==> src/sv/cpm_pkg.sv <==
// Shared types, codes and constants of the control-pilot monitor.
`default_nettype none

package cpm_pkg;

    // Field widths
    localparam int VOLT_W  = 12;
    localparam int TICK_W  = 4;
    localparam int CLASS_W = 3;
    localparam int STATE_W = 3;
    localparam int EVENT_W = 4;
    localparam int INDEX_W = 3;

    // Fixed abnormal-zone bounds, 10 mV units
    localparam logic [VOLT_W-1:0] ZONE_LOW  = 12'd200;
    localparam logic [VOLT_W-1:0] ZONE_HIGH = 12'd1320;
    localparam logic [VOLT_W-1:0] GAP1_LOW  = 12'd720;
    localparam logic [VOLT_W-1:0] GAP1_HIGH = 12'd780;
    localparam logic [VOLT_W-1:0] GAP2_LOW  = 12'd1020;
    localparam logic [VOLT_W-1:0] GAP2_HIGH = 12'd1080;

    // Register reset values
    localparam logic [VOLT_W-1:0] LEVEL12_MIN_RST  = 12'd1080;
    localparam logic [VOLT_W-1:0] LEVEL12_MAX_RST  = 12'd1320;
    localparam logic [VOLT_W-1:0] LEVEL9_MIN_RST   = 12'd780;
    localparam logic [VOLT_W-1:0] LEVEL9_MAX_RST   = 12'd1020;
    localparam logic [VOLT_W-1:0] LEVEL6_MIN_RST   = 12'd480;
    localparam logic [VOLT_W-1:0] LEVEL6_MAX_RST   = 12'd720;
    localparam logic [TICK_W-1:0] IGNORE_TICKS_RST = 4'd6;

    // Register indexes
    localparam logic [INDEX_W-1:0] REG_LEVEL12_MIN  = 3'd0;
    localparam logic [INDEX_W-1:0] REG_LEVEL12_MAX  = 3'd1;
    localparam logic [INDEX_W-1:0] REG_LEVEL9_MIN   = 3'd2;
    localparam logic [INDEX_W-1:0] REG_LEVEL9_MAX   = 3'd3;
    localparam logic [INDEX_W-1:0] REG_LEVEL6_MIN   = 3'd4;
    localparam logic [INDEX_W-1:0] REG_LEVEL6_MAX   = 3'd5;
    localparam logic [INDEX_W-1:0] REG_IGNORE_TICKS = 3'd6;

    // Pilot class codes
    localparam logic [CLASS_W-1:0] CLS_UNKNOWN = 3'd0;
    localparam logic [CLASS_W-1:0] CLS_12_DC   = 3'd1;
    localparam logic [CLASS_W-1:0] CLS_12_PWM  = 3'd2;
    localparam logic [CLASS_W-1:0] CLS_9_DC    = 3'd3;
    localparam logic [CLASS_W-1:0] CLS_9_PWM   = 3'd4;
    localparam logic [CLASS_W-1:0] CLS_6_DC    = 3'd5;
    localparam logic [CLASS_W-1:0] CLS_6_PWM   = 3'd6;

    // Charge state codes
    localparam logic [STATE_W-1:0] CHG_UNPLUGGED  = 3'd0;
    localparam logic [STATE_W-1:0] CHG_PLUGGED    = 3'd1;
    localparam logic [STATE_W-1:0] CHG_EV_READY   = 3'd2;
    localparam logic [STATE_W-1:0] CHG_EVSE_READY = 3'd3;
    localparam logic [STATE_W-1:0] CHG_CHARGING   = 3'd4;
    localparam logic [STATE_W-1:0] CHG_ERROR      = 3'd5;

    // Event codes
    localparam logic [EVENT_W-1:0] EV_NONE       = 4'd0;
    localparam logic [EVENT_W-1:0] EV_PLUGIN     = 4'd1;
    localparam logic [EVENT_W-1:0] EV_PLUGOUT    = 4'd2;
    localparam logic [EVENT_W-1:0] EV_EV_READY   = 4'd3;
    localparam logic [EVENT_W-1:0] EV_EVSE_READY = 4'd4;
    localparam logic [EVENT_W-1:0] EV_START      = 4'd5;
    localparam logic [EVENT_W-1:0] EV_PAUSE      = 4'd6;
    localparam logic [EVENT_W-1:0] EV_ERROR      = 4'd7;
    localparam logic [EVENT_W-1:0] EV_RECOVERY   = 4'd8;

    // Input transaction
    typedef struct packed {
        logic [VOLT_W-1:0] sample_voltage;
        logic              pwm_on;
    } cpm_in_t;

    // Result transaction
    typedef struct packed {
        logic [VOLT_W-1:0]  clean_voltage;
        logic [CLASS_W-1:0] pilot_class;
        logic [STATE_W-1:0] charge_state;
        logic [EVENT_W-1:0] event_code;
    } cpm_out_t;

    // Class window settings handed to the classifier
    typedef struct packed {
        logic [VOLT_W-1:0] level12_min;
        logic [VOLT_W-1:0] level12_max;
        logic [VOLT_W-1:0] level9_min;
        logic [VOLT_W-1:0] level9_max;
        logic [VOLT_W-1:0] level6_min;
        logic [VOLT_W-1:0] level6_max;
    } cpm_levels_t;

endpackage

`default_nettype wire

==> src/sv/cpm_filter.sv <==
// Glitch filter: holds the last voltage over the first abnormal sample and the ignore_ticks samples after it.
`default_nettype none

module cpm_filter (
    input  wire logic                       clk,
    input  wire logic                       rst_n,
    input  wire logic                       step,
    input  wire logic [cpm_pkg::VOLT_W-1:0] sample_voltage,
    input  wire logic [cpm_pkg::TICK_W-1:0] ignore_ticks,
    output logic      [cpm_pkg::VOLT_W-1:0] clean_voltage
);
    import cpm_pkg::*;

    logic [TICK_W-1:0] skip_count_reg;
    logic [TICK_W-1:0] skip_count_next;
    logic [VOLT_W-1:0] held_voltage_reg;
    logic [VOLT_W-1:0] held_voltage_next;
    logic              abnormal_reg;
    logic              abnormal_next;
    logic              in_zone;

    // Flag samples outside the normal pilot levels
    assign in_zone = (sample_voltage < ZONE_LOW) || (sample_voltage > ZONE_HIGH)
                  || ((sample_voltage > GAP1_LOW) && (sample_voltage < GAP1_HIGH))
                  || ((sample_voltage > GAP2_LOW) && (sample_voltage < GAP2_HIGH));

    // Skip, hold or pass the sample
    always_comb
    begin
        skip_count_next   = skip_count_reg;
        held_voltage_next = held_voltage_reg;
        abnormal_next     = abnormal_reg;
        clean_voltage     = sample_voltage;
        if (skip_count_reg != '0)
        begin
            skip_count_next = skip_count_reg - 1'b1;
            clean_voltage   = held_voltage_reg;
        end
        else if (in_zone)
        begin
            if (!abnormal_reg)
            begin
                abnormal_next   = 1'b1;
                skip_count_next = ignore_ticks;
                clean_voltage   = held_voltage_reg;
            end
            else
            begin
                held_voltage_next = sample_voltage;
            end
        end
        else
        begin
            abnormal_next     = 1'b0;
            held_voltage_next = sample_voltage;
        end
    end

    // Advance filter state once per transaction
    always_ff @(posedge clk or negedge rst_n)
    begin
        if (!rst_n)
        begin
            skip_count_reg   <= '0;
            held_voltage_reg <= '0;
            abnormal_reg     <= 1'b0;
        end
        else if (step)
        begin
            skip_count_reg   <= skip_count_next;
            held_voltage_reg <= held_voltage_next;
            abnormal_reg     <= abnormal_next;
        end
    end

endmodule

`default_nettype wire

==> src/sv/cpm_classify.sv <==
// Pilot level classifier: 12, 9 or 6 V, DC or PWM, or unknown.
`default_nettype none

module cpm_classify (
    input  wire logic [cpm_pkg::VOLT_W-1:0]  voltage,
    input  wire logic                        pwm_on,
    input  wire cpm_pkg::cpm_levels_t        levels,
    output logic      [cpm_pkg::CLASS_W-1:0] pilot_class
);
    import cpm_pkg::*;

    logic hit12;
    logic hit9;
    logic hit6;

    // Test each window; an empty window never matches
    assign hit12 = (voltage >= levels.level12_min) && (voltage <= levels.level12_max);
    assign hit9  = (voltage >= levels.level9_min)  && (voltage <= levels.level9_max);
    assign hit6  = (voltage >= levels.level6_min)  && (voltage <= levels.level6_max);

    // Give 12 V priority, then 9 V, then 6 V
    always_comb
    begin
        if (hit12)
            pilot_class = pwm_on ? CLS_12_PWM : CLS_12_DC;
        else if (hit9)
            pilot_class = pwm_on ? CLS_9_PWM : CLS_9_DC;
        else if (hit6)
            pilot_class = pwm_on ? CLS_6_PWM : CLS_6_DC;
        else
            pilot_class = CLS_UNKNOWN;
    end

endmodule

`default_nettype wire

==> src/sv/cpm_fsm.sv <==
// Plug and charge state machine driven by the pilot class.
`default_nettype none

module cpm_fsm (
    input  wire logic                        clk,
    input  wire logic                        rst_n,
    input  wire logic                        step,
    input  wire logic [cpm_pkg::CLASS_W-1:0] pilot_class,
    output logic      [cpm_pkg::STATE_W-1:0] charge_state,
    output logic      [cpm_pkg::EVENT_W-1:0] event_code
);
    import cpm_pkg::*;

    typedef enum logic [STATE_W-1:0] {
        S_UNPLUGGED  = CHG_UNPLUGGED,
        S_PLUGGED    = CHG_PLUGGED,
        S_EV_READY   = CHG_EV_READY,
        S_EVSE_READY = CHG_EVSE_READY,
        S_CHARGING   = CHG_CHARGING,
        S_ERROR      = CHG_ERROR
    } plug_state_t;

    plug_state_t state_reg;
    plug_state_t state_next;
    logic        is12;

    assign is12 = (pilot_class == CLS_12_DC) || (pilot_class == CLS_12_PWM);

    // Next state and event for this transaction
    always_comb
    begin
        state_next = state_reg;
        event_code = EV_NONE;
        if (pilot_class == CLS_UNKNOWN)
        begin
            state_next = S_ERROR;
            event_code = EV_ERROR;
        end
        else
        begin
            case (state_reg)
                S_UNPLUGGED:
                begin
                    if ((pilot_class == CLS_9_DC) || (pilot_class == CLS_6_DC))
                    begin
                        state_next = S_PLUGGED;
                        event_code = EV_PLUGIN;
                    end
                end
                S_PLUGGED:
                begin
                    if (pilot_class == CLS_6_DC)
                    begin
                        state_next = S_EV_READY;
                        event_code = EV_EV_READY;
                    end
                    else if (pilot_class == CLS_9_PWM)
                    begin
                        state_next = S_EVSE_READY;
                        event_code = EV_EVSE_READY;
                    end
                    else if (pilot_class == CLS_6_PWM)
                    begin
                        state_next = S_CHARGING;
                        event_code = EV_START;
                    end
                    else if (is12)
                    begin
                        state_next = S_UNPLUGGED;
                        event_code = EV_PLUGOUT;
                    end
                end
                S_EV_READY, S_EVSE_READY:
                begin
                    if (pilot_class == CLS_6_PWM)
                    begin
                        state_next = S_CHARGING;
                        event_code = EV_START;
                    end
                    else if (pilot_class == CLS_9_DC)
                    begin
                        state_next = S_PLUGGED;
                    end
                    else if (is12)
                    begin
                        state_next = S_UNPLUGGED;
                        event_code = EV_PLUGOUT;
                    end
                end
                S_CHARGING:
                begin
                    if (pilot_class == CLS_9_PWM)
                    begin
                        state_next = S_EVSE_READY;
                        event_code = EV_PAUSE;
                    end
                    else if (pilot_class == CLS_6_DC)
                    begin
                        state_next = S_EV_READY;
                    end
                    else if (is12)
                    begin
                        state_next = S_UNPLUGGED;
                        event_code = EV_PLUGOUT;
                    end
                end
                S_ERROR:
                begin
                    state_next = is12 ? S_UNPLUGGED : S_PLUGGED;
                    event_code = EV_RECOVERY;
                end
                default:
                begin
                    state_next = state_reg;
                end
            endcase
        end
    end

    assign charge_state = state_next;

    // Hold plug state, advance once per transaction
    always_ff @(posedge clk or negedge rst_n)
    begin
        if (!rst_n)
            state_reg <= S_UNPLUGGED;
        else if (step)
            state_reg <= state_next;
    end

endmodule

`default_nettype wire

==> src/sv/ev_control_pilot_monitor.sv <==
// Control-pilot monitor top level: registers, handshakes and datapath wiring.
//
// Usage:
//   Input channel (item_valid/item_ready/item) takes one pilot sample and the
//   PWM flag per transaction. Result channel (result_valid/result_ready/result)
//   returns one transaction per input: filtered voltage, pilot class, charge
//   state after the tick and the event code.
//   Configuration channel (cfg_valid/cfg_ready/cfg_index/cfg_data) writes the
//   class windows (index 0..5) and the skip count (index 6); index 7 is
//   ignored. cfg_ready is always high. Write only while no transaction is in
//   flight.
//   An accepted input sits in the input register; the result register loads
//   from it once the result register is free or being read.
//   Throughput: one transaction per cycle unless the receiver stalls; filter,
//   classifier and state machine settle in the single stage between registers.
//   Reset clears the filter state, sets the plug state to unplugged and loads
//   the default class windows and skip count.
//   When the receiver stalls, the result register holds; the input register
//   fills, and item_ready drops only when both are full.
`default_nettype none

module ev_control_pilot_monitor (
    input  wire logic                        clk,
    input  wire logic                        rst_n,
    input  wire logic                        item_valid,
    output logic                             item_ready,
    input  wire cpm_pkg::cpm_in_t            item,
    output logic                             result_valid,
    input  wire logic                        result_ready,
    output cpm_pkg::cpm_out_t                result,
    input  wire logic                        cfg_valid,
    output logic                             cfg_ready,
    input  wire logic [cpm_pkg::INDEX_W-1:0] cfg_index,
    input  wire logic [cpm_pkg::VOLT_W-1:0]  cfg_data
);
    import cpm_pkg::*;

    cpm_levels_t        levels_reg;
    logic [TICK_W-1:0]  ignore_ticks_reg;
    logic               stage_valid_reg;
    cpm_in_t            stage_reg;
    logic               out_valid_reg;
    cpm_out_t           out_reg;
    cpm_out_t           out_next;
    logic               advance;
    logic [VOLT_W-1:0]  clean_voltage;
    logic [CLASS_W-1:0] pilot_class;
    logic [STATE_W-1:0] charge_state;
    logic [EVENT_W-1:0] event_code;

    // Handshake control
    assign cfg_ready    = 1'b1;
    assign advance      = stage_valid_reg && (!out_valid_reg || result_ready);
    assign item_ready   = !stage_valid_reg || advance;
    assign result_valid = out_valid_reg;
    assign result       = out_reg;

    // Configuration registers
    always_ff @(posedge clk or negedge rst_n)
    begin
        if (!rst_n)
        begin
            levels_reg.level12_min <= LEVEL12_MIN_RST;
            levels_reg.level12_max <= LEVEL12_MAX_RST;
            levels_reg.level9_min  <= LEVEL9_MIN_RST;
            levels_reg.level9_max  <= LEVEL9_MAX_RST;
            levels_reg.level6_min  <= LEVEL6_MIN_RST;
            levels_reg.level6_max  <= LEVEL6_MAX_RST;
            ignore_ticks_reg       <= IGNORE_TICKS_RST;
        end
        else if (cfg_valid)
        begin
            case (cfg_index)
                REG_LEVEL12_MIN:  levels_reg.level12_min <= cfg_data;
                REG_LEVEL12_MAX:  levels_reg.level12_max <= cfg_data;
                REG_LEVEL9_MIN:   levels_reg.level9_min  <= cfg_data;
                REG_LEVEL9_MAX:   levels_reg.level9_max  <= cfg_data;
                REG_LEVEL6_MIN:   levels_reg.level6_min  <= cfg_data;
                REG_LEVEL6_MAX:   levels_reg.level6_max  <= cfg_data;
                REG_IGNORE_TICKS: ignore_ticks_reg       <= cfg_data[TICK_W-1:0];
                default:          ignore_ticks_reg       <= ignore_ticks_reg;
            endcase
        end
    end

    // Input register
    always_ff @(posedge clk or negedge rst_n)
    begin
        if (!rst_n)
            stage_valid_reg <= 1'b0;
        else if (item_ready)
            stage_valid_reg <= item_valid;
    end

    always_ff @(posedge clk)
    begin
        if (item_valid && item_ready)
            stage_reg <= item;
    end

    cpm_filter u_filter (
        .clk            (clk),
        .rst_n          (rst_n),
        .step           (advance),
        .sample_voltage (stage_reg.sample_voltage),
        .ignore_ticks   (ignore_ticks_reg),
        .clean_voltage  (clean_voltage)
    );

    cpm_classify u_classify (
        .voltage     (clean_voltage),
        .pwm_on      (stage_reg.pwm_on),
        .levels      (levels_reg),
        .pilot_class (pilot_class)
    );

    cpm_fsm u_fsm (
        .clk          (clk),
        .rst_n        (rst_n),
        .step         (advance),
        .pilot_class  (pilot_class),
        .charge_state (charge_state),
        .event_code   (event_code)
    );

    // Gather the result fields
    always_comb
    begin
        out_next.clean_voltage = clean_voltage;
        out_next.pilot_class   = pilot_class;
        out_next.charge_state  = charge_state;
        out_next.event_code    = event_code;
    end

    // Result register
    always_ff @(posedge clk or negedge rst_n)
    begin
        if (!rst_n)
            out_valid_reg <= 1'b0;
        else if (advance)
            out_valid_reg <= 1'b1;
        else if (result_ready)
            out_valid_reg <= 1'b0;
    end

    always_ff @(posedge clk)
    begin
        if (advance)
            out_reg <= out_next;
    end

    // Unknown class always reports an error
    assert property (@(posedge clk) disable iff (!rst_n)
        (result_valid && (result.pilot_class == CLS_UNKNOWN)) |->
        ((result.event_code == EV_ERROR) && (result.charge_state == CHG_ERROR)))
        else $error("unknown class without error report");

    // Charge state stays within its defined codes
    assert property (@(posedge clk) disable iff (!rst_n)
        result_valid |-> (result.charge_state <= CHG_ERROR))
        else $error("charge state code out of range");

    // Input stalls only when both registers are full and the output is blocked
    assert property (@(posedge clk) disable iff (!rst_n)
        !item_ready |-> (stage_valid_reg && out_valid_reg && !result_ready))
        else $error("input stalled with room in the pipeline");

    // A recovery event always leads to the unplugged or plugged state
    assert property (@(posedge clk) disable iff (!rst_n)
        (advance && (event_code == EV_RECOVERY)) |->
        (charge_state == CHG_UNPLUGGED || charge_state == CHG_PLUGGED))
        else $error("recovery to an unexpected state");

endmodule

`default_nettype wire
==> config.mk <==
export PLATFORM = sky130hd
export DESIGN_NAME = ev_control_pilot_monitor
export DESIGN_NICKNAME = d
export VERILOG_FILES = /design/src/sv/cpm_pkg.sv /design/src/sv/cpm_filter.sv /design/src/sv/cpm_classify.sv /design/src/sv/cpm_fsm.sv /design/src/sv/ev_control_pilot_monitor.sv
export SDC_FILE = /design/constraint.sdc
export NUM_CORES = 1
export LEC_CHECK = 0
export BUFFER_PORTS_ARGS = -buffer_cell sky130_fd_sc_hd__buf_2
export CORE_UTILIZATION = 50
export CTS_CLUSTER_DIAMETER = 30
export DETAILED_ROUTE_END_ITERATION = 10
export GPL_TIMING_DRIVEN = 1
export PLACE_DENSITY = 0.68
export SLEW_MARGIN = 20
export SYNTH_ARGS = -nofsm -noshare
export SYNTH_HDL_FRONTEND = slang
export SYNTH_SLANG_ARGS = --single-unit
==> constraint.sdc <==
create_clock -name clk -period 7.85 [get_ports clk]
set_input_delay 1.57 -clock clk [delete_from_list [all_inputs] [get_ports clk]]
set_output_delay 1.57 -clock clk [all_outputs]
set_load 0.02 [all_outputs]
==> impl_metrics.py <==
metrics = {
    "clock_tree": {
        "insertion_delay_ps": 420,
        "clk_pin_slew_ps": 60,
        "tritoncts": "yes",
        "cts_made_buffers": 17,
        "cts_hold_buf": 0,
        "post_cts_resized": 0,
        "clock_sinks": 133,
        "cts_max_level": 4,
        "cts_root_buffer": "clkbuf_16",
        "post_cts_buffers": 0,
        "ctsLongestPathBuffers": 2,
    },
    "placement": {
        "dp.cells": 893,
        "gp_congestion": 0.919,
        "placed_cell_area_sq_um": 7790,
        "io_buffers": 56,
        "dp_slack_ps": 3080,
        "hpwlAfterDp_mm": 11.2,
    },
    "cells_and_area": {
        "syn2layout_area_growth_pct": 14.4,
        "fin_area_sq_um": 8360,
        "nets": 838,
        "seq_area_sq_um": 3540,
        "multi_input_area_sq_um": 3410,
        "largest_register_ff_count": 72,
        "drive_gt1_frac": 0.262,
        "final_util": 0.595,
        "fin_cells": 925,
        "diodes": 0,
        "fill_cells": 1197,
    },
    "yosys": {
        "yosysWarnings": 0,
        "synth_area_per_cell_sq_um": 10.9,
        "ys.flop_type": "dfrtp_1",
        "ys_seq_area_frac": 0.485,
        "ys_ff_latch": 133,
        "async_reset_ff_frac": 0.737,
        "synthCells": 670,
        "synth_cell_types": 64,
        "synth_area_sq_um": 7310,
        "syn_nets": 776,
        "synth_edf_count": 35,
    },
    "global_route": {
        "grt_pass1_wl_mm": 25.9,
        "grt_overflow": 0,
        "antenna_found_initial": 0,
        "grt_pass1_vias": 5111,
        "grt_max_degree": 61,
        "grt_usage": 0.228,
    },
    "detailed_routing": {
        "totalWireLength_mm": 15.6,
        "vias": 5166,
        "firstDrtPassIters": 6,
        "drtIter0Drc": 544,
        "wl_per_cell_um": 16.8,
        "vias_per_cell": 5.58,
        "drc": 0,
        "postRouteAntennaNets": 0,
    },
    "setup_path": {
        "cp-endpoint": "result[2]$_SDFFCE_PP1P_",
        "reg2reg_depth": 16,
        "r2r_end": "result[2]$_SDFFCE_PP1P_",
        "crit_type": "register to register",
        "crit_path_start_kind": "register",
        "cp.required_ps": 8000,
        "end_kind": "register",
        "crit_path_max_fanout": 16,
        "startpoint": "stage_reg[6]$_DFFE_PP_",
        "cp_common_cell": "a21oi_1",
        "rr_startpoint": "stage_reg[6]$_DFFE_PP_",
        "cpPeakStageDelay_ps": 710,
        "cp_cell_sequence": "nor2_1, or4b_1, a21oi_1, a311oi_1, o211ai_2, a21oi_4, mux2i_1, ha_1, nand2b_1, a31oi_1, o21ai_1, a221oi_4, or2_1, nor3_1, o21ai_0, a21oi_1",
        "crit_path_top_delay_cell": "mux2i_1",
        "critPathArrivalTime_ps": 5050,
        "rrSetupSlack_ps": 2950,
    },
    "power": {
        "p_total_mw": 3.36,
        "powerDensity_nw_per_um2": 402,
        "p_leak_nw": 3.76,
        "vdd_ir_drop_max_mv": 0.230,
    },
    "run": {
        "drv_cap": 0,
    },
    "worst_hold_path": {
        "hold_path_class": "register to register",
        "hold_path.startpoint": "stage_valid_reg$_DFFE_PN0N_",
    },
    "timing": {
        "rsz0062_at_grt": "false",
        "finalSetupViolations": 0,
        "fmax_mhz": 204,
        "timing.final.ws_setup_ps": 2950,
        "clock_skew_ps": 7.41,
        "tns_ps": 0,
        "slew_violations": 0,
        "fin_crit_ps": 4900,
        "slew_headroom": 0.485,
        "timing.final.crit_share": 0.624,
        "holdWs_ps": 483,
        "hold_viol_final": 0,
        "worst_pin_slew_ps": 750,
    },
    "floorplanning": {
        "start_util": 0.520,
        "core_sq_um": 14000,
        "fp-row-count": 43,
        "dieWidth_um": 123,
        "die_area_sq_um": 15100,
        "die_h_um": 123,
        "io_pins": 58,
    },
    "status": {
        "status": "finished clean",
    },
}
report_power, final:
group / internal (mW) / switching (mW)
registers: 0.958 / 0.0995
logic: 0.650 / 0.892
clock network: 0.465 / 0.294
total: 2.07 / 1.29
cell families after synthesis:
| logic type | after synthesis | share of synthesized area |
|---|---|---|
| simple gates | 150 | 0.102 |
| buf+inv | 96 | 0.0517 |
| fa+ha+maj | 73 | 0.125 |
| other cells | 1 | 0.000513 |
| compound gates | 159 | 0.142 |
| mux | 58 | 0.0947 |
| flops | 133 | 0.485 |
synthesized netlist by cell type, types with 3 or more instances:
library cell  count  share of area
dfstp_2          30           0.11
and4_1            5         0.0060
mux2_2           45          0.069
inv_1            77          0.040
edfxtp_1         35           0.14
nor2_1           15         0.0077
and2_1            5         0.0043
o21ai_0          64          0.044
nor3_1           11         0.0075
clkbuf_1         12         0.0062
o21a_1            3         0.0031
o211ai_1          6         0.0062
a211oi_1          3         0.0031
nand4_1           7         0.0060
nand3_1          10         0.0068
a31oi_1           3         0.0026
a21oi_1          31          0.021
ha_1             73           0.13
a21o_1           10          0.010
nand2b_1          6         0.0051
o21ai_1           5         0.0034
mux2_4           11          0.023
o2111ai_1         3         0.0036
o22ai_1           3         0.0026
nand2_1          69          0.035
nand4b_1          5         0.0060
dfrtp_1          68           0.23
nor2b_1           3         0.0026
nor3b_1           3         0.0031
layout by cell type (no fill, tap or decap), types with 5 or more instances in the layout:
master	Yosys	layout
and2_1	5	5
nor2_1	15	15
nand3_1	10	10
nand4b_1	5	5
mux2_4	11	11
nor3_1	11	9
o211ai_1	6	6
dfrtp_1	68	68
a21oi_1	31	31
buf_4	2	7
clkbuf_16	0	17
mux2_2	45	45
inv_1	77	77
buf_2	2	55
clkinv_2	0	5
and4_1	5	5
nand4_1	7	7
edfxtp_1	35	35
o21ai_0	64	64
ha_1	73	73
a21o_1	10	10
dfstp_2	30	30
nand2_1	69	69
nand2b_1	6	6
o21ai_1	5	5
layout make-up:
cell class,count,share of cell area
Tap cell,180,0.0269
Clock buffer,19,0.0518
Inverter,77,0.0346
Clock inverter,13,0.0160
Timing Repair Buffer,62,0.0392
Multi-Input combinational cell,441,0.408
Sequential cell,133,0.424
how the worst min path moves through the flow:
stage | end | slack [ps] | cells past startpoint
after floorplan | result_valid$_DFFE_PN0P_ | 460 | 1
after global placement | result_valid$_DFFE_PN0P_ | 460 | 1
after detailed placement | result_valid$_DFFE_PN0P_ | 480 | 1
after CTS | result_valid$_DFFE_PN0P_ | 490 | 1
after global routing | result_valid$_DFFE_PN0P_ | 510 | 1
final | result_valid$_DFFE_PN0P_ | 480 | 1
layer usage:
layer,global-route usage,routed length [um],vias to the layer above
li1,-,-,2526
met1,0.301,7230,2498
met2,0.375,7520,118
met3,0.0494,550,24
met4,0.0739,246,0
met5,0,0,-
worst max-delay path: cells and delay by family (launching register included):
kind                     cells  cell delay, ps
AND/OR/NAND/NOR              5             890
adder cells (fa/ha/maj)      1             370
multiplexers                 1             710
AO/OA/AOI/OAI                9            2170
flip-flops                   1             490
Power figures use the tool's default switching activity.
